===== src/hdl/load_rate_led_blinker_assert.svh =====
// assertion helpers for the load-rate led blinker
`ifndef LOAD_RATE_LED_BLINKER_ASSERT_SVH
`define LOAD_RATE_LED_BLINKER_ASSERT_SVH

// antecedent implies consequent in the same cycle
`define LLB_ASSERT_NOW(label, ante, cons, msg) \
  label: assert property (@(posedge clk_i) disable iff (!rst_ni) (ante) |-> (cons)) \
    else $error(msg);

// antecedent implies consequent in the next cycle
`define LLB_ASSERT_NEXT(label, ante, cons, msg) \
  label: assert property (@(posedge clk_i) disable iff (!rst_ni) (ante) |=> (cons)) \
    else $error(msg);

`endif


===== src/hdl/llb_pkg.sv =====
`default_nettype none

package llb_pkg;

  localparam int unsigned CntInW     = 32;
  localparam int unsigned ShareW     = 7;
  localparam int unsigned OutPeriodW = 24;
  localparam int unsigned CfgDataW   = 24;
  localparam int unsigned CfgIdxW    = 2;

  localparam int unsigned Percent        = 100;
  localparam int unsigned MinPeriodReset = 100000;
  localparam int unsigned MaxPeriodReset = 1000000;

  localparam logic [CfgIdxW-1:0] CfgMinPeriod = 2'd0;
  localparam logic [CfgIdxW-1:0] CfgMaxPeriod = 2'd1;

  localparam logic CmdTick   = 1'b0;
  localparam logic CmdSample = 1'b1;

  typedef struct packed {
    logic              command;
    logic [CntInW-1:0] user_time;
    logic [CntInW-1:0] nice_time;
    logic [CntInW-1:0] system_time;
    logic [CntInW-1:0] idle_time;
  } in_item_t;

  typedef struct packed {
    logic                  led_on;
    logic                  toggled;
    logic [ShareW-1:0]     idle_share;
    logic [OutPeriodW-1:0] blink_period;
  } out_item_t;

endpackage

`default_nettype wire


===== src/hdl/llb_in_if.sv =====
`default_nettype none

interface llb_in_if;
  logic             valid;
  logic             ready;
  llb_pkg::in_item_t data;

  modport source (output valid, output data, input ready);
  modport sink   (input valid, input data, output ready);
endinterface

`default_nettype wire


===== src/hdl/llb_out_if.sv =====
`default_nettype none

interface llb_out_if;
  logic              valid;
  logic              ready;
  llb_pkg::out_item_t data;

  modport source (output valid, output data, input ready);
  modport sink   (input valid, input data, output ready);
endinterface

`default_nettype wire


===== src/hdl/load_rate_led_blinker.sv =====
// Load-rate LED blinker.
// sample_i takes one item per transaction: command 0 is one time tick,
// command 1 is a load sample with four cumulative time counters.
// result_o gives exactly one result per accepted item: LED drive, toggle
// flag, idle percentage of the latest sample and the period in force.
// cfg_we_i/cfg_idx_i/cfg_data_i write min_period (0) and max_period (1);
// write them only while the block is idle.
// A tick is handled in the accept cycle; its result is valid the next cycle.
// A sample runs on one shared add/subtract unit under a sequencer: three
// sums, two differences, a compare, a setup step and 7 steps of the share
// division, the span, its product with the share, a reciprocal multiply for
// the divide by 100 and three period updates; an unchanged total goes from
// the first difference to the span, and a saturated share from the compare.
// Samples wait for the last one to finish; ticks one per cycle unless stalled.
// sample_i.ready is low while a sample is in work and while the output
// register holds a result the receiver has not taken; a stalled receiver
// simply holds the result and no item is lost.
// Reset clears the counters, sets period and time left to 1000000, turns
// the LED off and restores the register defaults.
`default_nettype none

module load_rate_led_blinker #(
  parameter int PERIOD_BITS  = 24,
  parameter int COUNTER_BITS = 32
) (
  input  logic                          clk_i,
  input  logic                          rst_ni,
  input  logic                          cfg_we_i,
  input  logic [llb_pkg::CfgIdxW-1:0]   cfg_idx_i,
  input  logic [llb_pkg::CfgDataW-1:0]  cfg_data_i,
  llb_in_if.sink                        sample_i,
  llb_out_if.source                     result_o
);
  import llb_pkg::*;

  `include "load_rate_led_blinker_assert.svh"

  localparam int PW   = PERIOD_BITS;
  localparam int CW   = COUNTER_BITS;
  localparam int AW   = ((CW > PW + 1) ? CW : PW + 1) + 1;
  localparam int CntW = $clog2(ShareW + 1);
  localparam int XW   = PW + 7;

  // floor(x / 100) for x below 2^XW as a multiply by the rounded-up reciprocal
  localparam int              RecipShift = XW + 7;
  localparam longint unsigned RecipFull  =
    ((64'd1 << RecipShift) + 64'(Percent) - 64'd1) / 64'(Percent);
  localparam logic [XW:0]     Recip100   = (XW + 1)'(RecipFull);

  localparam logic [3:0] ST_IDLE   = 4'd0;
  localparam logic [3:0] ST_SUM1   = 4'd1;
  localparam logic [3:0] ST_SUM2   = 4'd2;
  localparam logic [3:0] ST_SUM3   = 4'd3;
  localparam logic [3:0] ST_DT     = 4'd4;
  localparam logic [3:0] ST_DI     = 4'd5;
  localparam logic [3:0] ST_CMP    = 4'd6;
  localparam logic [3:0] ST_MUL100 = 4'd7;
  localparam logic [3:0] ST_DIV    = 4'd8;
  localparam logic [3:0] ST_SPAN   = 4'd9;
  localparam logic [3:0] ST_MUL    = 4'd10;
  localparam logic [3:0] ST_DIV100 = 4'd11;
  localparam logic [3:0] ST_ADDMIN = 4'd12;
  localparam logic [3:0] ST_T1     = 4'd13;
  localparam logic [3:0] ST_T2     = 4'd14;

  // control and model state
  logic [3:0]        state_q, state_d;
  logic [CntW-1:0]   cnt_q, cnt_d;
  logic [PW-1:0]     min_period_q, min_period_d;
  logic [PW-1:0]     max_period_q, max_period_d;
  logic [CW-1:0]     prev_idle_q, prev_idle_d;
  logic [CW-1:0]     prev_total_q, prev_total_d;
  logic [PW-1:0]     period_now_q, period_now_d;
  logic [PW-1:0]     ticks_left_q, ticks_left_d;
  logic              led_q, led_d;
  logic [ShareW-1:0] last_share_q, last_share_d;
  logic              out_valid_q, out_valid_d;

  // working payload
  logic [CW-1:0]     user_q, user_d;
  logic [CW-1:0]     nice_q, nice_d;
  logic [CW-1:0]     sys_q, sys_d;
  logic [CW-1:0]     idle_q, idle_d;
  logic [CW-1:0]     acc_q, acc_d;
  logic [CW-1:0]     dt_q, dt_d;
  logic [CW-1:0]     di_q, di_d;
  logic [AW-1:0]     r_q, r_d;
  logic [PW-1:0]     sh_q, sh_d;
  logic [PW-1:0]     quo_q, quo_d;
  logic [ShareW-1:0] pct_q, pct_d;
  logic [PW-1:0]     span_q, span_d;
  logic [XW-1:0]     prod_q, prod_d;
  logic [PW-1:0]     newp_q, newp_d;
  out_item_t         out_q, out_d;

  // shared add/subtract unit
  logic [AW-1:0]     u_a, u_b;
  logic              u_sub;
  logic [AW:0]       u_res;
  logic              u_carry;

  logic              in_ready;
  logic              in_take;
  logic [CW+6:0]     n100;
  logic [PW+6:0]     xprod;
  logic [2*XW:0]     qprod;
  logic [PW-1:0]     quo_next;

  assign in_ready       = (state_q == ST_IDLE) && (!out_valid_q || result_o.ready);
  assign in_take        = sample_i.valid && in_ready;
  assign sample_i.ready = in_ready;
  assign result_o.valid = out_valid_q;
  assign result_o.data  = out_q;

  assign n100  = ({7'd0, di_q} << 6) + ({7'd0, di_q} << 5) + ({7'd0, di_q} << 2);
  assign xprod = (PW + 7)'(span_q) * (PW + 7)'(pct_q);
  assign qprod = (2 * XW + 1)'(prod_q) * (2 * XW + 1)'(Recip100);

  always_comb begin
    u_a   = '0;
    u_b   = '0;
    u_sub = 1'b0;
    unique case (state_q)
      ST_IDLE: begin
        u_a   = AW'(ticks_left_q);
        u_b   = AW'(1);
        u_sub = 1'b1;
      end
      ST_SUM1: begin
        u_a = AW'(user_q);
        u_b = AW'(nice_q);
      end
      ST_SUM2: begin
        u_a = AW'(acc_q);
        u_b = AW'(sys_q);
      end
      ST_SUM3: begin
        u_a = AW'(acc_q);
        u_b = AW'(idle_q);
      end
      ST_DT: begin
        u_a   = AW'(acc_q);
        u_b   = AW'(prev_total_q);
        u_sub = 1'b1;
      end
      ST_DI: begin
        u_a   = AW'(idle_q);
        u_b   = AW'(prev_idle_q);
        u_sub = 1'b1;
      end
      ST_CMP: begin
        u_a   = AW'(di_q);
        u_b   = AW'(dt_q);
        u_sub = 1'b1;
      end
      ST_DIV: begin
        u_a   = {r_q[AW-2:0], sh_q[PW-1]};
        u_b   = AW'(dt_q);
        u_sub = 1'b1;
      end
      ST_SPAN: begin
        u_a   = AW'(max_period_q);
        u_b   = AW'(min_period_q);
        u_sub = 1'b1;
      end
      ST_ADDMIN: begin
        u_a = AW'(min_period_q);
        u_b = AW'(quo_q);
      end
      ST_T1: begin
        u_a = AW'(ticks_left_q);
        u_b = AW'(newp_q);
      end
      ST_T2: begin
        u_a   = r_q;
        u_b   = AW'(period_now_q);
        u_sub = 1'b1;
      end
      default: begin
        u_a = '0;
      end
    endcase
  end

  assign u_res    = {1'b0, u_a} + {1'b0, (u_sub ? ~u_b : u_b)} + {{AW{1'b0}}, u_sub};
  assign u_carry  = u_res[AW];
  assign quo_next = {quo_q[PW-2:0], u_carry};

  always_comb begin
    state_d      = state_q;
    cnt_d        = cnt_q;
    min_period_d = min_period_q;
    max_period_d = max_period_q;
    prev_idle_d  = prev_idle_q;
    prev_total_d = prev_total_q;
    period_now_d = period_now_q;
    ticks_left_d = ticks_left_q;
    led_d        = led_q;
    last_share_d = last_share_q;
    out_valid_d  = out_valid_q;
    user_d       = user_q;
    nice_d       = nice_q;
    sys_d        = sys_q;
    idle_d       = idle_q;
    acc_d        = acc_q;
    dt_d         = dt_q;
    di_d         = di_q;
    r_d          = r_q;
    sh_d         = sh_q;
    quo_d        = quo_q;
    pct_d        = pct_q;
    span_d       = span_q;
    prod_d       = prod_q;
    newp_d       = newp_q;
    out_d        = out_q;

    if (cfg_we_i) begin
      unique case (cfg_idx_i)
        CfgMinPeriod: min_period_d = PW'(cfg_data_i);
        CfgMaxPeriod: max_period_d = PW'(cfg_data_i);
        default: ;
      endcase
    end

    if (result_o.ready) begin
      out_valid_d = 1'b0;
    end

    unique case (state_q)
      ST_IDLE: begin
        if (in_take) begin
          if (sample_i.data.command == CmdSample) begin
            user_d  = CW'(sample_i.data.user_time);
            nice_d  = CW'(sample_i.data.nice_time);
            sys_d   = CW'(sample_i.data.system_time);
            idle_d  = CW'(sample_i.data.idle_time);
            state_d = ST_SUM1;
          end else begin
            out_d.toggled = 1'b0;
            out_d.led_on  = led_q;
            // time left 0 or 1 toggles and reloads
            if (|ticks_left_q[PW-1:1]) begin
              ticks_left_d = u_res[PW-1:0];
            end else begin
              led_d         = ~led_q;
              ticks_left_d  = period_now_q;
              out_d.toggled = 1'b1;
              out_d.led_on  = ~led_q;
            end
            out_d.idle_share   = last_share_q;
            out_d.blink_period = OutPeriodW'(period_now_q);
            out_valid_d        = 1'b1;
          end
        end
      end
      ST_SUM1: begin
        acc_d   = u_res[CW-1:0];
        state_d = ST_SUM2;
      end
      ST_SUM2: begin
        acc_d   = u_res[CW-1:0];
        state_d = ST_SUM3;
      end
      ST_SUM3: begin
        acc_d   = u_res[CW-1:0];
        state_d = ST_DT;
      end
      ST_DT: begin
        dt_d = u_res[CW-1:0];
        // unchanged total keeps the stored counters
        if (u_res[CW-1:0] == '0) begin
          pct_d   = '0;
          state_d = ST_SPAN;
        end else begin
          state_d = ST_DI;
        end
      end
      ST_DI: begin
        di_d         = u_res[CW-1:0];
        prev_idle_d  = idle_q;
        prev_total_d = acc_q;
        state_d      = ST_CMP;
      end
      ST_CMP: begin
        if (u_carry) begin
          pct_d   = ShareW'(Percent);
          state_d = ST_SPAN;
        end else begin
          state_d = ST_MUL100;
        end
      end
      ST_MUL100: begin
        // quotient is below 100, so seven steps past the top bits
        r_d     = AW'(n100[CW+6:7]);
        sh_d    = {n100[6:0], {(PW - 7){1'b0}}};
        quo_d   = '0;
        cnt_d   = CntW'(7);
        state_d = ST_DIV;
      end
      ST_DIV: begin
        r_d   = u_carry ? u_res[AW-1:0] : u_a;
        sh_d  = {sh_q[PW-2:0], 1'b0};
        quo_d = quo_next;
        cnt_d = cnt_q - CntW'(1);
        if (cnt_q == CntW'(1)) begin
          pct_d   = quo_next[ShareW-1:0];
          state_d = ST_SPAN;
        end
      end
      ST_SPAN: begin
        span_d  = u_carry ? u_res[PW-1:0] : '0;
        state_d = ST_MUL;
      end
      ST_MUL: begin
        prod_d  = xprod;
        state_d = ST_DIV100;
      end
      ST_DIV100: begin
        quo_d   = qprod[RecipShift +: PW];
        state_d = ST_ADDMIN;
      end
      ST_ADDMIN: begin
        newp_d  = u_res[PW-1:0];
        state_d = ST_T1;
      end
      ST_T1: begin
        r_d     = u_res[AW-1:0];
        state_d = ST_T2;
      end
      ST_T2: begin
        // clamp at zero below, saturate at the period width above
        if (!u_carry) begin
          ticks_left_d = '0;
        end else if (u_res[AW-1:PW] != '0) begin
          ticks_left_d = '1;
        end else begin
          ticks_left_d = u_res[PW-1:0];
        end
        period_now_d       = newp_q;
        last_share_d       = pct_q;
        out_d.led_on       = led_q;
        out_d.toggled      = 1'b0;
        out_d.idle_share   = pct_q;
        out_d.blink_period = OutPeriodW'(newp_q);
        out_valid_d        = 1'b1;
        state_d            = ST_IDLE;
      end
      default: begin
        state_d = ST_IDLE;
      end
    endcase
  end

  always_ff @(posedge clk_i or negedge rst_ni) begin
    if (!rst_ni) begin
      state_q      <= ST_IDLE;
      cnt_q        <= '0;
      min_period_q <= PW'(MinPeriodReset);
      max_period_q <= PW'(MaxPeriodReset);
      prev_idle_q  <= '0;
      prev_total_q <= '0;
      period_now_q <= PW'(MaxPeriodReset);
      ticks_left_q <= PW'(MaxPeriodReset);
      led_q        <= 1'b0;
      last_share_q <= '0;
      out_valid_q  <= 1'b0;
    end else begin
      state_q      <= state_d;
      cnt_q        <= cnt_d;
      min_period_q <= min_period_d;
      max_period_q <= max_period_d;
      prev_idle_q  <= prev_idle_d;
      prev_total_q <= prev_total_d;
      period_now_q <= period_now_d;
      ticks_left_q <= ticks_left_d;
      led_q        <= led_d;
      last_share_q <= last_share_d;
      out_valid_q  <= out_valid_d;
    end
  end

  always_ff @(posedge clk_i) begin
    user_q <= user_d;
    nice_q <= nice_d;
    sys_q  <= sys_d;
    idle_q <= idle_d;
    acc_q  <= acc_d;
    dt_q   <= dt_d;
    di_q   <= di_d;
    r_q    <= r_d;
    sh_q   <= sh_d;
    quo_q  <= quo_d;
    pct_q  <= pct_d;
    span_q <= span_d;
    prod_q <= prod_d;
    newp_q <= newp_d;
    out_q  <= out_d;
  end

  // a sample transaction starts the sequencer
  `LLB_ASSERT_NEXT(a_sample_starts, in_take && (sample_i.data.command == CmdSample), state_q == ST_SUM1, "sample did not start the sequencer")
  // the output register stays free while a sample is in work
  `LLB_ASSERT_NOW(a_out_free_busy, state_q != ST_IDLE, !out_valid_q, "result pending during sample work")
  // the last step always delivers a result
  `LLB_ASSERT_NEXT(a_done_delivers, state_q == ST_T2, out_valid_q && (state_q == ST_IDLE), "sample finished without a result")
  // the iteration counter never runs out during the share division
  `LLB_ASSERT_NOW(a_div_count, state_q == ST_DIV, cnt_q != '0, "divide step with empty counter")

endmodule

`default_nettype wire


===== src/flat_wrapper.sv =====
// flat-port wrapper written by rule: the top's interface ports become plain ports
module load_rate_led_blinker_flat import llb_pkg::*;
#(
  parameter int PERIOD_BITS  = 24,
  parameter int COUNTER_BITS = 32
)
  (clk_i, rst_ni, cfg_we_i, cfg_idx_i, cfg_data_i, sample_i_valid, sample_i_data, sample_i_ready, result_o_valid, result_o_data, result_o_ready);
  llb_in_if sample_i_i ();
  llb_out_if result_o_i ();
  input  logic clk_i;
  input  logic rst_ni;
  input  logic cfg_we_i;
  input  logic [llb_pkg::CfgIdxW-1:0] cfg_idx_i;
  input  logic [llb_pkg::CfgDataW-1:0] cfg_data_i;
  input wire logic [$bits(sample_i_i.valid)-1:0] sample_i_valid;
  input wire logic [$bits(sample_i_i.data)-1:0] sample_i_data;
  output wire logic [$bits(sample_i_i.ready)-1:0] sample_i_ready;
  output wire logic [$bits(result_o_i.valid)-1:0] result_o_valid;
  output wire logic [$bits(result_o_i.data)-1:0] result_o_data;
  input wire logic [$bits(result_o_i.ready)-1:0] result_o_ready;
  assign sample_i_i.valid = sample_i_valid;
  assign sample_i_i.data = sample_i_data;
  assign sample_i_ready = sample_i_i.ready;
  assign result_o_valid = result_o_i.valid;
  assign result_o_data = result_o_i.data;
  assign result_o_i.ready = result_o_ready;
  load_rate_led_blinker #(.PERIOD_BITS(PERIOD_BITS), .COUNTER_BITS(COUNTER_BITS)) u_core (.clk_i(clk_i), .rst_ni(rst_ni), .cfg_we_i(cfg_we_i), .cfg_idx_i(cfg_idx_i), .cfg_data_i(cfg_data_i), .sample_i(sample_i_i), .result_o(result_o_i));
endmodule

===== config.mk =====
export PLATFORM = sky130hd
export DESIGN_NAME = load_rate_led_blinker_flat
export DESIGN_NICKNAME = d
export VERILOG_FILES = /design/src/hdl/llb_pkg.sv /design/src/hdl/llb_in_if.sv /design/src/hdl/llb_out_if.sv /design/src/hdl/load_rate_led_blinker.sv /design/src/flat_wrapper.sv
export VERILOG_INCLUDE_DIRS = /design/src /design/src/hdl
export SDC_FILE = /design/constraint.sdc
export NUM_CORES = 2
export LEC_CHECK = 0
export BUFFER_PORTS_ARGS = -buffer_cell sky130_fd_sc_hd__buf_4
export CORE_MARGIN = 8
export CORE_UTILIZATION = 55
export DETAILED_ROUTE_END_ITERATION = 12
export PLACE_DENSITY = 0.79
export SKIP_CTS_REPAIR_TIMING = 1
export SYNTH_ARGS = -nofsm -noshare
export SYNTH_HDL_FRONTEND = slang
export SYNTH_SLANG_ARGS = --single-unit

===== constraint.sdc =====
create_clock -name clk_i -period 14.4 [get_ports clk_i]
set_clock_uncertainty 0.1 [all_clocks]
set_input_delay 2.88 -clock clk_i [delete_from_list [all_inputs] [get_ports clk_i]]
set_output_delay 2.88 -clock clk_i [all_outputs]
set_load 0.03 [all_outputs]

# --- After elaboration in Yosys (flattened, before gate mapping) ---
# Index checks and enable logic that the tools add are counted.
totals:
  out_inout_bits: 35
  reg_bits: 600
  inputBits: 160
classes:
  bitwise_logic: 4
  multipliers: 2
  n_eq_ne: 22
  mux: 33
  add_sub_neg: 5
  reduce_logical: 26
op_table:
  columns: ["op", "n"]
  rows:
  - ["32-bit case mux with 11 select lines", 1]
  - ["33-bit case mux with 9 select lines", 1]
  - ["33-bit two-way mux", 4]
  - ["24-bit two-way mux", 5]
  - ["33-bit case mux with 3 select lines", 1]
  - ["24-bit case mux with 2 select lines", 2]
  - ["24-bit case mux with 3 select lines", 1]
  - ["33-bit case mux with 2 select lines", 1]
  - ["31-bit by 31-bit multiplier with 61-bit output (second input constant)", 1]
  - ["4-bit case mux with 14 select lines", 1]
  - ["38-bit by 37-bit adder with 39-bit output", 1]
  - ["39-bit by 34-bit adder with 39-bit output", 1]
  - ["33-bit by 33-bit adder with 34-bit output", 1]
  - ["34-bit by 1-bit adder with 34-bit output", 1]
  - ["32-bit NOT with 33-bit output", 1]
  - ["32-bit logical NOT", 1]
  - ["24-bit by 7-bit multiplier with 31-bit output", 1]
  - ["4-bit == test (second input constant)", 7]
  - ["23-bit OR reduction", 1]
  - ["7-bit two-way mux", 3]
  - ["7-bit case mux with 3 select lines", 1]
  - ["4-bit two-way mux", 5]
  - ["4-bit by 3-bit == test with 1-bit output (second input constant)", 4]
  - ["3-bit AND reduction", 3]
  - ["other kinds (25)", 43]

# --- Depth between registers and ports, before layout ---
depth:
  depth_word: 11
  mapped_depth: 26
  depth_no_buf: 26

# --- Least setup slack after synthesis ---
# No wires, ideal clock.
synth_timing:
  path_kind: "input -> register"
  startpoint: "input result_o_ready"
  endpoint: "register u_core.state_q[0]"
  t_arrival_ns: 7.742
  setup_slack_ns: 6.450
  n_path_buf: 0
  stages: 5
  required_ns: 14.192
  path_cell_list: "nor2b_1 nor4_1 and3_1 a2111oi_0 a311oi_1"
synth_via:
  elab_chain_cells: 5
synth_rtl:
  columns: ["item", "line_no", "rtl"]
  rows:
  - ["start: declaration", "flat_wrapper.sv:20", "input wire logic [$bits(result_o_i.ready)-1:0] result_o_ready;"]
  - ["1-bit logical OR", "load_rate_led_blinker.sv:109", "assign in_ready = (state_q == ST_IDLE) && (!out_valid_q || result_o.ready);"]
  - ["1-bit logical AND", "load_rate_led_blinker.sv:109", null]
  - ["named net sample_i_ready", "flat_wrapper.sv:17", "output wire logic [$bits(sample_i_i.ready)-1:0] sample_i_ready;"]
  - ["1-bit logical AND", "load_rate_led_blinker.sv:110", "assign in_take = sample_i.valid && in_ready;"]
  - ["2-bit by 1-bit inequality test with 1-bit output (no source line)", null, null]
  - ["3-bit AND reduction (no source line)", null, null]
  - ["end signal: assignment", "load_rate_led_blinker.sv:368", "state_q <= state_d;"]
  - ["end: declaration", "load_rate_led_blinker.sv:67", "logic [3:0] state_q, state_d;"]
# The timed path passes the listed nets, and every way through them passes these cells.
# A chain may end at the register's enable or synchronous reset.

# --- Final worst setup path ---
layout_timing:
  startpoint: "register u_core.prod_q[15]"
  endpoint: "register u_core.quo_q[8], data pin"
layout_via:
  elab_chain_cells: 2
layout_rtl:
  columns: ["item", "line_no", "rtl"]
  rows:
  - ["start: declaration", "load_rate_led_blinker.sv:92", "logic [XW-1:0] prod_q, prod_d;"]
  - ["start signal: assignment", "load_rate_led_blinker.sv:395", "prod_q <= prod_d;"]
  - ["31-bit by 31-bit multiplier with 61-bit output", "load_rate_led_blinker.sv:117", "assign qprod = (2 * XW + 1)'(prod_q) * (2 * XW + 1)'(Recip100);"]
  - ["24-bit case mux with 3 select lines", "load_rate_led_blinker.sv:229", "unique case (state_q)"]
  - ["end signal: assignment", "load_rate_led_blinker.sv:392", "quo_q <= quo_d;"]
  - ["end: declaration", "load_rate_led_blinker.sv:89", "logic [PW-1:0] quo_q, quo_d;"]
# No other way between the ends.

==> out/metrics.csv <==
metric;value;unit
first-pass GRT wire length;229;mm
Via density;6.21;
vias in the first global route;37800;
register area share after synthesis;0.341;
FFs w/ async S/R, synth;0.303;
Starting Density;0.553;
Die Footprint;98200;um^2
Clock Sinks;581;
unrepaired setup endpoints after global routing;false;
worst slack, placed;5750;ps
worst slew pin tran;1320;ps
total CTS buffers;58;
number of port buffers;194;
max cap viols;0;
DRC Markers;0;
Most used DFF post-synth;edfxtp_1;
synthesized instance count;4491;
fraction of layout cells with a size suffix above 1;0.105;
max incr delay on CP;840;ps
Final Hold Fails;0;
Post-Syn Area;48700;um^2
number of fill cells;7059;
outcome;complete, no violations;
fin. max-slew vios;0;
Clk pin slew, worst setup/hold paths;70;ps
Sequential Area;16600;um^2
WS Path Type;flip-flop to flip-flop;
largest net degree at the start of global routing;70;
Detailed Place HPWL;118;mm
Syn Nets;5664;
setup TNS;0;ps
Hold Slack;353;ps
H-tree level count;2;
#FFs+latches synth;581;
met2 Track Usage GR;0.511;
Period minus WS final;8740;ps
CTS tree;yes;
Critical Path Sink Type;flip-flop;
Ys Warns;0;
Final GP Congestion;1.01;
core area;88000;um^2
drt first-iter violations;4581;
grt met1 use;0.371;
gr busiest metal;met2;
routed vias;36400;
Multi-input gate area;28900;um^2
number of synthesized flops with an enable pin;405;
final setup vio count;0;
Overflow after GRT;0;
root buffer cell;clkbuf_16;
WL per Instance;25.8;um
total global-route track usage;0.304;
Mean Syn Cell Area;10.8;um^2
Peak Freq;0.114;GHz
Std-Cell Rows;109;
CP Cell Sequence;fa_1, fa_1, inv_1, fa_1, inv_1, fa_1, inv_1, fa_1, fa_1, fa_1, inv_1, ha_1, and3_1, a221oi_1, o21ai_0, a211o_1, o21ai_0, a21oi_1, a221oi_1, o21ai_0, a21oi_1, xor2_1, o21ai_0;
Max-slew headroom;0.114;
Die W;313;um
Die Ht;313;um
Arr. time, crit path;9000;ps
Layout area overhead;10.2;%
fin nets;5822;
final setup margin;5660;ps
iteration count of the initial detailed-routing pass;13;
Slowest cell on crit path;o21ai_0;
Netlist cell types;93;
initial antenna violation count;4;
clk_lat worst skew;660;ps
final wirelength;151;mm
Tcrit/Tclk final;0.607;
post-route antenna net violation count;0;
Critical Path RT;14660;ps
Startpoint Class;flip-flop;
grt met3 use;0.0536;
peak fanout along the critical path;10;
Clock Path Buffers;3;
hold crit path type;flip-flop to flip-flop;
Top cell by count, worst path;fa_1;
# IOs;195;
## cells by family after synthesis
group                      Yosys count  share of synthesized area
AOI/OAI and AO/OA                  735                      0.109
xor gates and xnor gates           124                     0.0223
adders and majority gates         1013                      0.340
buffers and inverters              875                     0.0682
DFF                                581                      0.341
muxes                               90                     0.0202
and+or+nand+nor                   1073                     0.0998
## synthesized netlist by cell type, types with 13 or more instances
cell type	n	area [um^2]
o21ai_0	124	621
clkbuf_1	126	473
xnor2_1	59	517
a31oi_1	17	106
dfrtp_1	149	3730
a22oi_1	87	653
inv_1	718	2700
buf_1	15	56.3
o21a_1	28	210
a222oi_1	70	701
nor3_1	41	205
nand2_1	600	2250
and2_1	55	344
a221oi_1	23	201
o21bai_1	15	113
and3_1	46	288
a221o_1	24	240
nand4_1	45	282
fa_1	513	10300
dfstp_2	27	709
nor4_1	13	81.3
mux2_2	60	676
nor2_1	137	514
a21o_1	67	503
edfxtp_1	405	12200
nand2b_1	19	119
a21oi_1	130	651
ha_1	500	6260
mux2i_1	29	290
a211oi_1	13	97.6
nand3_1	47	235
xor2_1	65	569
a22o_1	19	166
nor2b_1	18	113
## final cells by class
cell class / count / share of cell area
clock inverter: 38 / 0.00915
antenna: 1 / 0.0000467
timing repair buffer: 253 / 0.0356
clock buffer: 71 / 0.0289
multi-input combinational: 3035 / 0.539
tap: 1165 / 0.0272
sequential: 581 / 0.310
inverter: 720 / 0.0505
## state kept, by name, indices dropped and copies added, names as in the netlist, 31 cells and up
register and cells:
u_core.r_q 33, u_core.result_o.data 33, u_core.acc_q 32, u_core.di_q 32, u_core.dt_q 32, u_core.idle_q 32, u_core.nice_q 32, u_core.prev_idle_q 32
u_core.prev_total_q 32, u_core.sys_q 32, u_core.user_q 32, u_core.prod_q 31
## per-stage QoR
| step | instance area, um^2 | cells | util |
|---|---|---|---|
| after detailed placement | 51600 | 5754 | 0.586 |
| final | 53600 | 5864 | 0.609 |
| after global routing | 53600 | 5863 | 0.609 |
| after floorplan | 48700 | 4491 | - |
| after global placement | 51600 | 5754 | 0.586 |
| after CTS | 53600 | 5863 | 0.609 |
## layer usage
layer,up-vias,share of wire
li1,15700,-
met2,2143,0.48
met4,2,0.069
met5,-,0.000073
met3,511,0.089
met1,18000,0.36
## final timing paths
| kind | from | to | slack, ps | depth (start not counted) |
|---|---|---|---|---|
| worst min-delay path | u_core.acc_q[18] | u_core.prev_total_q[18] | 350 | 2 |
| worst min register to register | u_core.acc_q[18] | u_core.prev_total_q[18] | 350 | 2 |
| worst max-delay path | u_core.prod_q[15] | u_core.quo_q[8] | 5660 | 23 |
| min in group asynchronous | rst_ni | u_core.prev_idle_q[25] | 2150 | 1 |
| worst max register to register | u_core.prod_q[15] | u_core.quo_q[8] | 5660 | 23 |
| max in group asynchronous | rst_ni | u_core.prev_idle_q[4] | 10790 | 2 |
## placed cells by master, fill, tap and decap left out, types with 46 or more instances in the layout
cell type and count:
mux2_2 60, edfxtp_1 405, a222oi_1 70, nand3_1 46, fa_1 513, dfrtp_1 149
clkbuf_16 59, and2_1 55, buf_4 252, nor2_1 127, inv_1 717, xor2_1 65
a21oi_1 129, xnor2_1 59, o21ai_0 123, nand2_1 599, a21o_1 67, a22oi_1 87
ha_1 500
## critical path, delay by kind of cell (launching register included)
family,cells,cell delay [ps]
fa+ha+maj,8,3860
compound gates,9,3210
buf+inv,4,230
flops,1,680
xor+xnor,1,170
simple gates,1,190
Power is left out: the tool's default activity adds up to more than one toggle a clock period on the data nets, which glitch-free logic cannot reach.
